$ cat src/hdl/rmfi_pkg.sv
`default_nettype none
package rmfi_pkg;

	localparam int COORD_W   = 8;
	localparam int SEG_W     = 9;
	localparam int IDX_W     = 17;
	localparam int CFG_IDX_W = 3;
	localparam int SEG_TOP   = (1 << SEG_W) - 1;

	typedef logic [COORD_W-1:0] coord_t;
	typedef logic [SEG_W-1:0]   seg_t;
	typedef logic [IDX_W-1:0]   idx_t;

	typedef enum logic [CFG_IDX_W-1:0] {
		REG_SEGMENTS_U = 3'd0,
		REG_SEGMENTS_V = 3'd1,
		REG_OPEN_U     = 3'd2,
		REG_POLE_FIRST = 3'd3,
		REG_POLE_LAST  = 3'd4
	} reg_idx_t;

	typedef struct packed {
		seg_t segments_u;
		seg_t segments_v;
		logic open_u;
		logic pole_first;
		logic pole_last;
	} cfg_t;

	typedef struct packed {
		idx_t vertex_a;
		idx_t vertex_b;
		idx_t vertex_c;
		idx_t texel_a;
		idx_t texel_b;
		idx_t texel_c;
		logic out_of_grid;
		logic last_face;
	} face_t;

endpackage
`default_nettype wire

$ cat src/hdl/rmfi_face_calc.sv
`default_nettype none
module rmfi_face_calc
	import rmfi_pkg::*;
#(
	parameter int MAX_SEGMENTS = 256
) (
	input  var cfg_t   cfg,
	input  var coord_t column,
	input  var coord_t row,
	output face_t      face0,
	output face_t      face1
);

	localparam int   MaxClip = (MAX_SEGMENTS > SEG_TOP) ? SEG_TOP : MAX_SEGMENTS;
	localparam seg_t MaxSeg  = SEG_W'(MaxClip);

	seg_t                su;
	seg_t                sv;
	seg_t                col9;
	seg_t                row9;
	logic                oob;
	logic                last_col;
	logic [1:0]          poles;
	logic [SEG_W:0]      percol;
	logic [SEG_W:0]      trow;
	idx_t                pv;
	idx_t                pt;
	idx_t                rr;
	idx_t                o1;
	idx_t                o2;
	idx_t                o1s;
	idx_t                o2s;
	idx_t                ct;
	idx_t                t0;
	idx_t                t1;

	// clamp oversized counts
	assign su   = (cfg.segments_u > MaxSeg) ? MaxSeg : cfg.segments_u;
	assign sv   = (cfg.segments_v > MaxSeg) ? MaxSeg : cfg.segments_v;
	assign col9 = {1'b0, column};
	assign row9 = {1'b0, row};
	assign oob  = (col9 >= su) || (row9 >= sv);

	assign poles    = {1'b0, cfg.pole_first} + {1'b0, cfg.pole_last};
	assign percol   = {1'b0, sv} + (SEG_W+1)'(1) - {{(SEG_W-1){1'b0}}, poles};
	assign trow     = {1'b0, sv} + (SEG_W+1)'(1);
	assign last_col = (col9 == su - SEG_W'(1));

	assign pv = IDX_W'(column) * IDX_W'(percol);
	assign pt = IDX_W'(column) * IDX_W'(trow);
	assign rr = IDX_W'(row);
	assign ct = pt;

	assign o1  = IDX_W'(poles) + pv;
	assign o2  = (!cfg.open_u && last_col) ? IDX_W'(poles) : o1 + IDX_W'(percol);
	// rows past the first pole sit one lower
	assign o1s = cfg.pole_first ? o1 - IDX_W'(1) : o1;
	assign o2s = cfg.pole_first ? o2 - IDX_W'(1) : o2;

	assign t0 = ct + rr;
	assign t1 = t0 + IDX_W'(trow) - IDX_W'(cfg.pole_first && last_col);

	always_comb begin
		face0 = '0;
		face1 = '0;
		face0.last_face = 1'b1;
		face1.last_face = 1'b1;
		if (oob) begin
			face0.out_of_grid = 1'b1;
		end else if (cfg.pole_first && row == '0) begin
			face0.vertex_a = o1;
			face0.vertex_c = o2;
			face0.texel_a  = ct + IDX_W'(1);
			face0.texel_b  = ct;
			face0.texel_c  = ct + IDX_W'(1) + IDX_W'(trow) - IDX_W'(last_col);
		end else if (cfg.pole_last && row9 == sv - SEG_W'(1)) begin
			face0.vertex_a = o1s + rr;
			face0.vertex_b = o2s + rr;
			face0.vertex_c = IDX_W'(cfg.pole_first);
			face0.texel_a  = t0;
			face0.texel_b  = t1;
			face0.texel_c  = t0 + IDX_W'(1);
		end else begin
			face0.vertex_a  = o1s + rr;
			face0.vertex_b  = o2s + rr;
			face0.vertex_c  = o2s + rr + IDX_W'(1);
			face0.texel_a   = t0;
			face0.texel_b   = t1;
			face0.texel_c   = t1 + IDX_W'(1);
			face0.last_face = 1'b0;
			face1.vertex_a  = o1s + rr;
			face1.vertex_b  = o2s + rr + IDX_W'(1);
			face1.vertex_c  = o1s + rr + IDX_W'(1);
			face1.texel_a   = t0;
			face1.texel_b   = t1 + IDX_W'(1);
			face1.texel_c   = t0 + IDX_W'(1);
		end
	end

endmodule
`default_nettype wire

$ cat config.mk
export PLATFORM = sky130hd
export DESIGN_NAME = rmfi_face_calc
export DESIGN_NICKNAME = d
export VERILOG_FILES = /design/src/hdl/rmfi_pkg.sv /design/src/hdl/rmfi_face_calc.sv
export SDC_FILE = /design/constraint.sdc
export NUM_CORES = 1
export LEC_CHECK = 0
export BUFFER_PORTS_ARGS = -buffer_cell sky130_fd_sc_hd__buf_2
export CAP_MARGIN = 30
export CORE_MARGIN = 1
export CORE_UTILIZATION = 25
export DETAILED_ROUTE_END_ITERATION = 8
export GPL_ROUTABILITY_DRIVEN = 0
export PLACE_DENSITY = 0.4
export SKIP_LAST_GASP = 1
export SLEW_MARGIN = 10
export SYNTH_ARGS = -nofsm -noshare
export SYNTH_HDL_FRONTEND = slang
export SYNTH_SLANG_ARGS = --single-unit
$ cat constraint.sdc
create_clock -name vclk -period 25.1
set_input_delay 6.275 -clock vclk [all_inputs]
set_output_delay 6.275 -clock vclk [all_outputs]
set_load 0.01 [all_outputs]
Word level (Yosys, flattened, before mapping):

Cells that the tools add are included.

* bits in registers: 0
* latch bits: 0
* bits in writable memories: 0
* ROM bits: 0
* input bits: 37
* output and inout port bits: 208
* memories: 0

* add/subtract/negate cells: 21
* multipliers: 2
* div/mod/pow operators: 0
* order comparisons: 4
* equality and inequality tests: 2
* shifts and indexed selects: 0
* mux-type cells: 17
* bitwise logic cells: 0
* reductions and logical operators: 7

Operators by type and width (count)
* $mux W102: 4
* $mux W68: 2
* $add A17 B1 Y17 const B: 5
* $mux W17: 5
* $add A17 B10 Y17: 3
* $add A17 B8 Y17: 3
* $mul A8 B10 Y17: 2
* $sub A17 B1 Y17: 2
* $sub A17 B1 Y17 const B: 2
* $eq A8 B9 Y1: 2
* $ge A8 B9 Y1: 2
* $gt A9 B9 Y1 const B: 2
* $mux W9: 2
* $sub A9 B1 Y9 const B: 2
* $add A2 B17 Y17: 1
* $add A9 B1 Y10 const B: 1
* $sub A10 B2 Y10: 1
* $logic_not A8 Y1: 1
* $logic_and A1 B1 Y1: 4
* $mux W1: 4
* $add A1 B1 Y2: 1
* $logic_not A1 Y1: 1
* $logic_or A1 B1 Y1: 1

Depth between registers and ports, before layout:

Gate-level depths: netlist of run 1.

* word-level depth: 15
* gate-level depth with buffers: 39
* gate-level depth less buffers: 38

Least setup slack after synthesis of run 1:

OpenSTA, ideal clock, no wires.

* path type: input-to-output
* start: in cfg[11] (netlist name)
* end: out face0[69] (netlist name)
* arrival: 14.927 ns
* data required time: 18.825 ns
* path slack: 3.898 ns
* stages on the path: 34
* buffers on the path: 2
* cell sequence: nand2b_1 -> clkbuf_1 -> inv_1 -> ha_1 -> xnor2_1 -> inv_1 -> nand2_1 -> xor2_1 -> nor2b_1 -> fa_1 -> fa_1 -> inv_1 -> fa_1 -> fa_1 -> inv_1 -> ha_1 -> xnor2_1 -> ha_1 -> buf_2 -> a21o_1 -> a41o_1 -> xor2_1 -> inv_1 -> a22o_1 -> a32o_1 -> ha_1 -> a21o_1 -> a31o_2 -> or4b_1 -> a21oi_1 -> o211ai_2 -> a211o_1 -> or4_1 -> o211ai_1

RTL lines
* from (decl): line rmfi_face_calc.sv:7 `input var cfg_t cfg,`
* to (decl): line rmfi_face_calc.sv:10 `output face_t face0,`

==> qor.txt, run 1 <==
setup ws final: 1.68 ns
# nets final: 2,640
num rows: 89
WL/cell: 18.9 um
ant diodes: 0
core area: 59,000 sq um
WP data required: 18.82 ns
post-CTS sizing: 0
top cell type's share of synthesized area: 16.2%
register area: 0 sq um
hold endpoint: face1[53]
Synth area leaders: ha_1 (16%), fa_1 (14%), xnor2_1 (8.4%)
max frequency: 42.7 MHz
drt total wl: 58,200 um
top fanout value on the critical path: 14
max cap viols: 0
Worst path depth: 34
synth warn: 0
CP Launch Type: primary input
commonest non-fill, non-tap cell in the layout: inv_1
vias in the first global route: 15.8k
CP max stage cell: xor2_1
Syn-to-layout area delta: 14.2%
RSZ-0062 raised after global routing: false
FILL cells: 6,677
Avg Inst Size Synth: 7.08 sq um
die width: 246 um
Mapped Area: 14,900 sq um
setup tns final: 0 ns
post-synth top area cell: ha_1
Slew headroom: 29.1%
largest net degree at the start of global routing: 77
DR pass1 iterations: 6
outcome: completed
final-report hold violation count: 0
Die Y: 246 um
buffer and inverter count on the worst path: 7
initial antenna violation count: 1
DR vias: 15.3k
final count of negative-setup-slack endpoints: 0
sequential-to-total area share from yosys stat: 0%
first-pass GRT wire length: 90,200 um
DR DRC count: 0
Initial Util: 25.3%
drt via density: 4.96
Hold Path Depth: 4
PortBufs: 243
HPWL after detailed placement: 49,100 um
final hold slack: 13.23 ns
CLK BUF: 0
layout cells sized above 1: 14.1%
Final min period: 23.42 ns
die area: 60,700 sq um
min-delay src: row[0]
GRT overflow: 0
post-CTS setup buffers: 0
Distinct cells, synth: 101
starting DRC count in detailed routing: 681
FFs & Latches: 0
Worst Path Arrival: 17.15 ns
DP Area: 17,000 sq um
crit share post-route: 93.3%
GRT Overall Usage: 18.9%
top cell family by delay on the critical path: adder cells
endpoint class of the critical path: output port
cell area after layout: 17,000 sq um
critical path class: in2out
Post-Synthesis Cells: 2,109
worst stage delay on the critical path: 0.63 ns
Hold/Removal Path Class: in2out
I/O pins: 245
Hold-fix buffers, CTS: 0
ANT nets after route: 0
commonest non-fill, non-tap cells in the layout: inv_1 (265), nor2_1 (256), buf_2 (244)
Worst-Margin Slew: 1.06 ns
final max-slew violation count: 0
Multi-input gate area: 13,600 sq um
most frequent CP cell: inv_1
pre-CTS setup slack: 1.81 ns
==> synthesized netlist by cell type (7+ instances only) <==
cell        n
nand3_1    39
nor2_1    256
clkbuf_1   71
nor4_1     20
nand2b_1   17
a211oi_1   44
o21a_1     16
or3_1      17
inv_1     266
o21ai_0    48
ha_1      193
a21boi_0    8
nor2b_1    32
o211ai_1   12
and3_1     12
o22ai_1    14
xnor2_1   143
a21o_1     44
a211o_1     7
buf_2       7
xor2_1     72
o21bai_1   23
a31oi_1    10
and4_1      8
o31a_1      7
mux2i_1    21
nor3b_1    10
and2_1     88
a21oi_1   103
nor3_1     47
fa_1      102
nand2_1   198
nand4_1    15
==> how the worst max path moves through the flow <==
stage / startpoint / to
detailed placement: cfg[11] / face0[69]
CTS: cfg[11] / face0[69]
global placement: cfg[11] / face0[69]
floorplan: cfg[11] / face0[69]
global route: cfg[11] / face0[69]
finish: cfg[11] / face0[69]
==> worst min-delay path, delay by kind of cell <==
kind                     cells  cell delay, ns
buffers and inverters        2            0.35
AND/OR/NAND/NOR              1            0.06
adder cells (fa/ha/maj)      1            0.26
==> through the flow <==
step,util [%],cells
after CTS,28.9,3078
after global routing,28.9,3079
after global placement,28.9,3077
after floorplan,-,2118
after detailed placement,28.9,3078
final,28.9,3079
==> kinds of logic after synthesis <==
| kind of cell | Yosys count | synth area share (%) |
|---|---|---|
| AOI/OAI and AO/OA | 414 | 19.7 |
| xor gates and xnor gates | 220 | 13.3 |
| adders and majority gates | 295 | 29.8 |
| buffers and inverters | 353 | 9.13 |
| muxes | 25 | 1.71 |
| other | 2 | 0.0503 |
| and+or+nand+nor | 800 | 26.2 |
==> layer usage <==
layer	up-vias	share of wire, %	GRT usage (%)
met3	87	4.0	1.83
met2	325	49	34.5
met1	7334	43	22.9
met4	0	3.8	6.23
li1	7516	-	-
met5	-	0	0
==> cell type report <==
class | count | area share (%)
multi-input combinational | 1765 | 80.0
tap | 773 | 5.67
timing repair buffer | 274 | 8.49
inverter | 267 | 5.89
Power of run 1 is not shown: default switching activity piles up to over one toggle a cycle in this logic, so the estimate is an artifact.
==> inputs of run 2 (changes only) <==
Settings changed: CORE_MARGIN 1 to 8.
==> run 2 against run 1 <==
Worst setup slack improved by 0.0027 ns. Critical path depth unchanged. Sequential cell count unchanged. Largest cell class unchanged. Count of clock-buffer cells in the layout unchanged. Routed wire length increased by 6.0%. Final cell count about the same.
==> qor.txt, run 2 (synthesis gave the netlist of run 1 again) <==
die width: 260 um (+5.7%)
Worst-Margin Slew: 0.960 ns (-0.101 ns)
Slew headroom: 34.4% (+5.3 points)
post-CTS setup buffers: 0 (unchanged)
crit share post-route: 93.3% (about the same)
layout cells sized above 1: 14.1% (-0.037 points)
final core occ: 28.9% (about the same)
Die Y: 260 um (+5.7%)
first-pass GRT wire length: 95,200 um (+5.6%)
commonest non-fill, non-tap cell in the layout: inv_1
WP data required: 18.82 ns (about the same)
core area: 59,000 sq um (unchanged)
final max-slew violation count: 0 (unchanged)
GRT Overall Usage: 17.6% (-1.3 points)
die area: 67,800 sq um (+12%)
num rows: 89 (unchanged)
PortBufs: 243 (unchanged)
Syn-to-layout area delta: 14.2% (about the same)
final count of negative-setup-slack endpoints: 0 (unchanged)
post-CTS sizing: 0 (unchanged)
endpoint class of the critical path: output port
drt via density: 4.98 (+0.42%)
register area: 0 sq um (unchanged)
Hold/Removal Path Class: in2out
setup ws final: 1.68 ns (+0.00268 ns)
CLK BUF: 0 (unchanged)
final-report hold violation count: 0 (unchanged)
top fanout value on the critical path: 14 (unchanged)
GRT overflow: 0 (unchanged)
WL/cell: 20.0 um (+5.9%)
Final min period: 23.42 ns (-0.00268 ns)
drt total wl: 61,600 um (+6.0%)
initial antenna violation count: 3 (+2)
Initial Util: 25.3% (unchanged)
Hold-fix buffers, CTS: 0 (unchanged)
HPWL after detailed placement: 51,800 um (+5.3%)
I/O pins: 245 (unchanged)
ANT nets after route: 0 (unchanged)
CP Launch Type: primary input
critical path class: in2out
max frequency: 42.7 MHz (about the same)
vias in the first global route: 16.1k (+2.1%)
commonest non-fill, non-tap cells in the layout: inv_1 (265), nor2_1 (256), buf_2 (243)
# nets final: 2,639 (-0.038%)
FILL cells: 6,596 (-1.2%)
most frequent CP cell: inv_1
worst setup path start: cfg[11]
worst stage delay on the critical path: 0.66 ns (+0.03 ns)
CP max stage cell: xor2_1
DR DRC count: 0 (unchanged)
Critical Path Sink: face0[69]
pre-CTS setup slack: 1.71 ns (-0.0912 ns)
FFs & Latches: 0 (unchanged)
outcome: completed
max cap viols: 0 (unchanged)
DR vias: 15.3k (+0.48%)
largest net degree at the start of global routing: 79 (+2.6%)
Worst Path Arrival: 17.15 ns (about the same)
RSZ-0062 raised after global routing: false
starting DRC count in detailed routing: 749 (+10%)
setup tns final: 0 ns (unchanged)
DR pass1 iterations: 5 (-1)
-- run 2: changes by cell type in the layout (fill, tap and decap cells not counted), sizes merged --
cell	previous run	this run
clkdlybuf4s18	0	1
clkbuf	0	1
diode	0	3
buf	274	271
-- run 2: final cells by class --
class                           instances  area (sq um)  share of cell area (%)
Tap cell                              773           967                    5.67
Inverter                              267          1000                    5.88
Timing Repair Buffer                  273          1440                    8.47
Antenna cell                            3          7.51                  0.0440
Multi-Input combinational cell       1765         13600                    79.9
-- run 2: worst max-delay path: cells and delay by family --
kind	cells	cell delay (ns)
AOI/OAI and AO/OA	10	2.15
buffers and inverters	7	1.29
xor gates and xnor gates	4	2.31
adders and majority gates	8	3.34
and+or+nand+nor	5	1.77
-- run 2: worst min path at each step --
stage | endpoint | from | depth (start not counted)
after floorplan | face1[2] | row[0] | 2
after global placement | face1[53] | row[0] | 4
after detailed placement | face1[53] | row[0] | 4
after CTS | face1[53] | row[0] | 4
after global routing | face1[53] | row[0] | 4
final | face1[53] | row[0] | 4
-- run 2: per-layer routing --
metal | vias to the layer above | global-route usage, % | share of wire (%)
met3 | 73 | 1.27 | 3.8
li1 | 7522 | - | -
met4 | 0 | 4.09 | 2.7
met5 | - | 0 | 0
met1 | 7398 | 21.4 | 43
met2 | 343 | 33.3 | 51
-- run 2: through the flow --
stage,hold slack (ns),instances,area [sq um]
finish,13.21,3081,17100
global route,13.26,3078,17000
global placement,13.23,3075,17000
detailed placement,13.24,3077,17000
floorplan,12.79,2118,15000
CTS,13.24,3077,17000
==> inputs of run 3 (changes only) <==
Settings changed: BUFFER_PORTS_ARGS -buffer_cell sky130_fd_sc_hd__buf_2 to unset, CELL_PAD_IN_SITES_DETAIL_PLACEMENT set to 0, CELL_PAD_IN_SITES_GLOBAL_PLACEMENT set to 1, CORE_UTILIZATION 25 to 45, DONT_BUFFER_PORTS set to 1, PLACE_DENSITY 0.4 to 0.77.
==> run 3 against run 2 <==
Utilization up 18 points. Critical endpoint unchanged. Die area down 42%. Non-clock buffer count down 258. Critical path depth down 1. Sequential share of layout area unchanged. Count of clock-buffer cells in the layout unchanged. Worst hold slack worse by 0.36 ns.
==> qor.txt, run 3 (synthesis gave the netlist of run 1 again) <==
outcome: completed
ANT nets after route: 0 (unchanged)
final count of negative-setup-slack endpoints: 0 (unchanged)
RSZ-0062 raised after global routing: false
core area: 32,600 sq um (-45%)
worst stage delay on the critical path: 0.76 ns (+0.10 ns)
initial antenna violation count: 0 (-3)
num rows: 66 (-26%)
DR DRC count: 0 (unchanged)
setup tns final: 0 ns (unchanged)
drt via density: 5.79 (+16%)
ant diodes: 0 (-3)
# nets final: 2,381 (-9.8%)
GRT overflow: 0 (unchanged)
Slew headroom: 33.7% (-0.64 points)
starting DRC count in detailed routing: 814 (+8.7%)
vias in the first global route: 14.5k (-10%)
top fanout value on the critical path: 14 (unchanged)
layout cells sized above 1: 3.18% (-11 points)
grt peak-use layer: met2
final-report hold violation count: 0 (unchanged)
endpoint class of the critical path: output port
critical path class: in2out
Worst Path Arrival: 16.80 ns (-0.35 ns)
met2 GRT Util: 47.0% (+14 points)
final max-slew violation count: 0 (unchanged)
commonest non-fill, non-tap cell in the layout: inv_1
Hold-fix buffers, CTS: 0 (unchanged)
min-delay src: row[0]
Die Y: 198 um (-24%)
register area: 0 sq um (unchanged)
CP Launch Type: primary input
I/O pins: 245 (unchanged)
post-CTS sizing: 0 (unchanged)
GR Layer Usage met3: 2.87% (+1.6 points)
Hold Path Depth: 2 (-2)
CP max stage cell: xnor2_1
FFs & Latches: 0 (unchanged)
Final min period: 23.07 ns (-0.347 ns)
Hold/Removal Path Class: in2out
CLK BUF: 0 (unchanged)
Syn-to-layout area delta: 2.48%
DR vias: 14.4k (-6.0%)
post-CTS setup buffers: 0 (unchanged)
WL/cell: 20.6 um (+3.2%)
crit share post-route: 91.9% (-1.4 points)
drt total wl: 51,400 um (-17%)
DR pass1 iterations: 5 (unchanged)
GRT Overall Usage: 25.3% (+7.7 points)
max cap viols: 0 (unchanged)
GR met1 Demand/Resource: 30.0% (+8.7 points)
WP data required: 18.82 ns (about the same)
largest net degree at the start of global routing: 104 (+32%)
hold endpoint: face1[53]
FILL cells: 3,460 (-48%)
commonest non-fill, non-tap cells in the layout: inv_1 (265), nor2_1 (256), nand2_1 (198)
HPWL after detailed placement: 43,100 um (-17%)
first-pass GRT wire length: 80,700 um (-15%)
die area: 39,300 sq um (-42%)
Worst-Margin Slew: 0.987 ns (+0.0273 ns)
Initial Util: 45.8% (+20 points)
PortBufs: 0 (-100%)
die width: 198 um (-24%)
max frequency: 43.3 MHz (+1.5%)
-- run 3: worst max path at each step --
stage           endpoint  slack [ns]  startpoint  depth (start not counted)
2_1_floorplan  face0[69]        3.90     cfg[11]                         34
3_3_place_gp   face0[69]        2.30     cfg[11]                         33
3_5_place_dp   face0[69]        2.09     cfg[11]                         33
4_1_cts        face0[69]        2.04     cfg[11]                         33
5_1_grt        face0[69]        1.45     cfg[11]                         33
6_report       face0[69]        2.03     cfg[11]                         33
-- run 3: per-layer routing --
metal / vias to the layer above / part of all wire, % / routed length (um)
met5: - / 0 / 0
met4: 0 / 3.6 / 1830
met3: 84 / 5.7 / 2950
met2: 417 / 50 / 25700
li1: 6998 / - / -
met1: 6913 / 41 / 20900
-- run 3: layout make-up --
cell class	count	area, sq um	area share, %
multi-input combinational	1765	13600	89.1
timing repair buffer	15	119	0.777
tap	442	553	3.61
inverter	267	1000	6.55
-- run 3: worst max-delay path, delay by kind of cell --
family / cells / cell delay [ns]
AO/OA/AOI/OAI: 8 / 2.04
XOR/XNOR: 4 / 2.47
adder cells (fa/ha/maj): 8 / 2.97
buffers and inverters: 5 / 0.77
AND/OR/NAND/NOR: 8 / 2.25
-- run 3: through the flow --
step	util (%)	setup slack, ns	hold WS (ns)	instances	area (sq um)
floorplan	-	3.90	12.79	2118	15000
global placement	46.8	2.30	12.84	2486	15300
detailed placement	46.8	2.09	12.85	2487	15300
CTS	46.8	2.04	12.85	2487	15300
global route	46.9	1.45	12.89	2489	15300
finish	46.9	2.03	12.85	2489	15300
Power of run 3 is left out for the same reason.
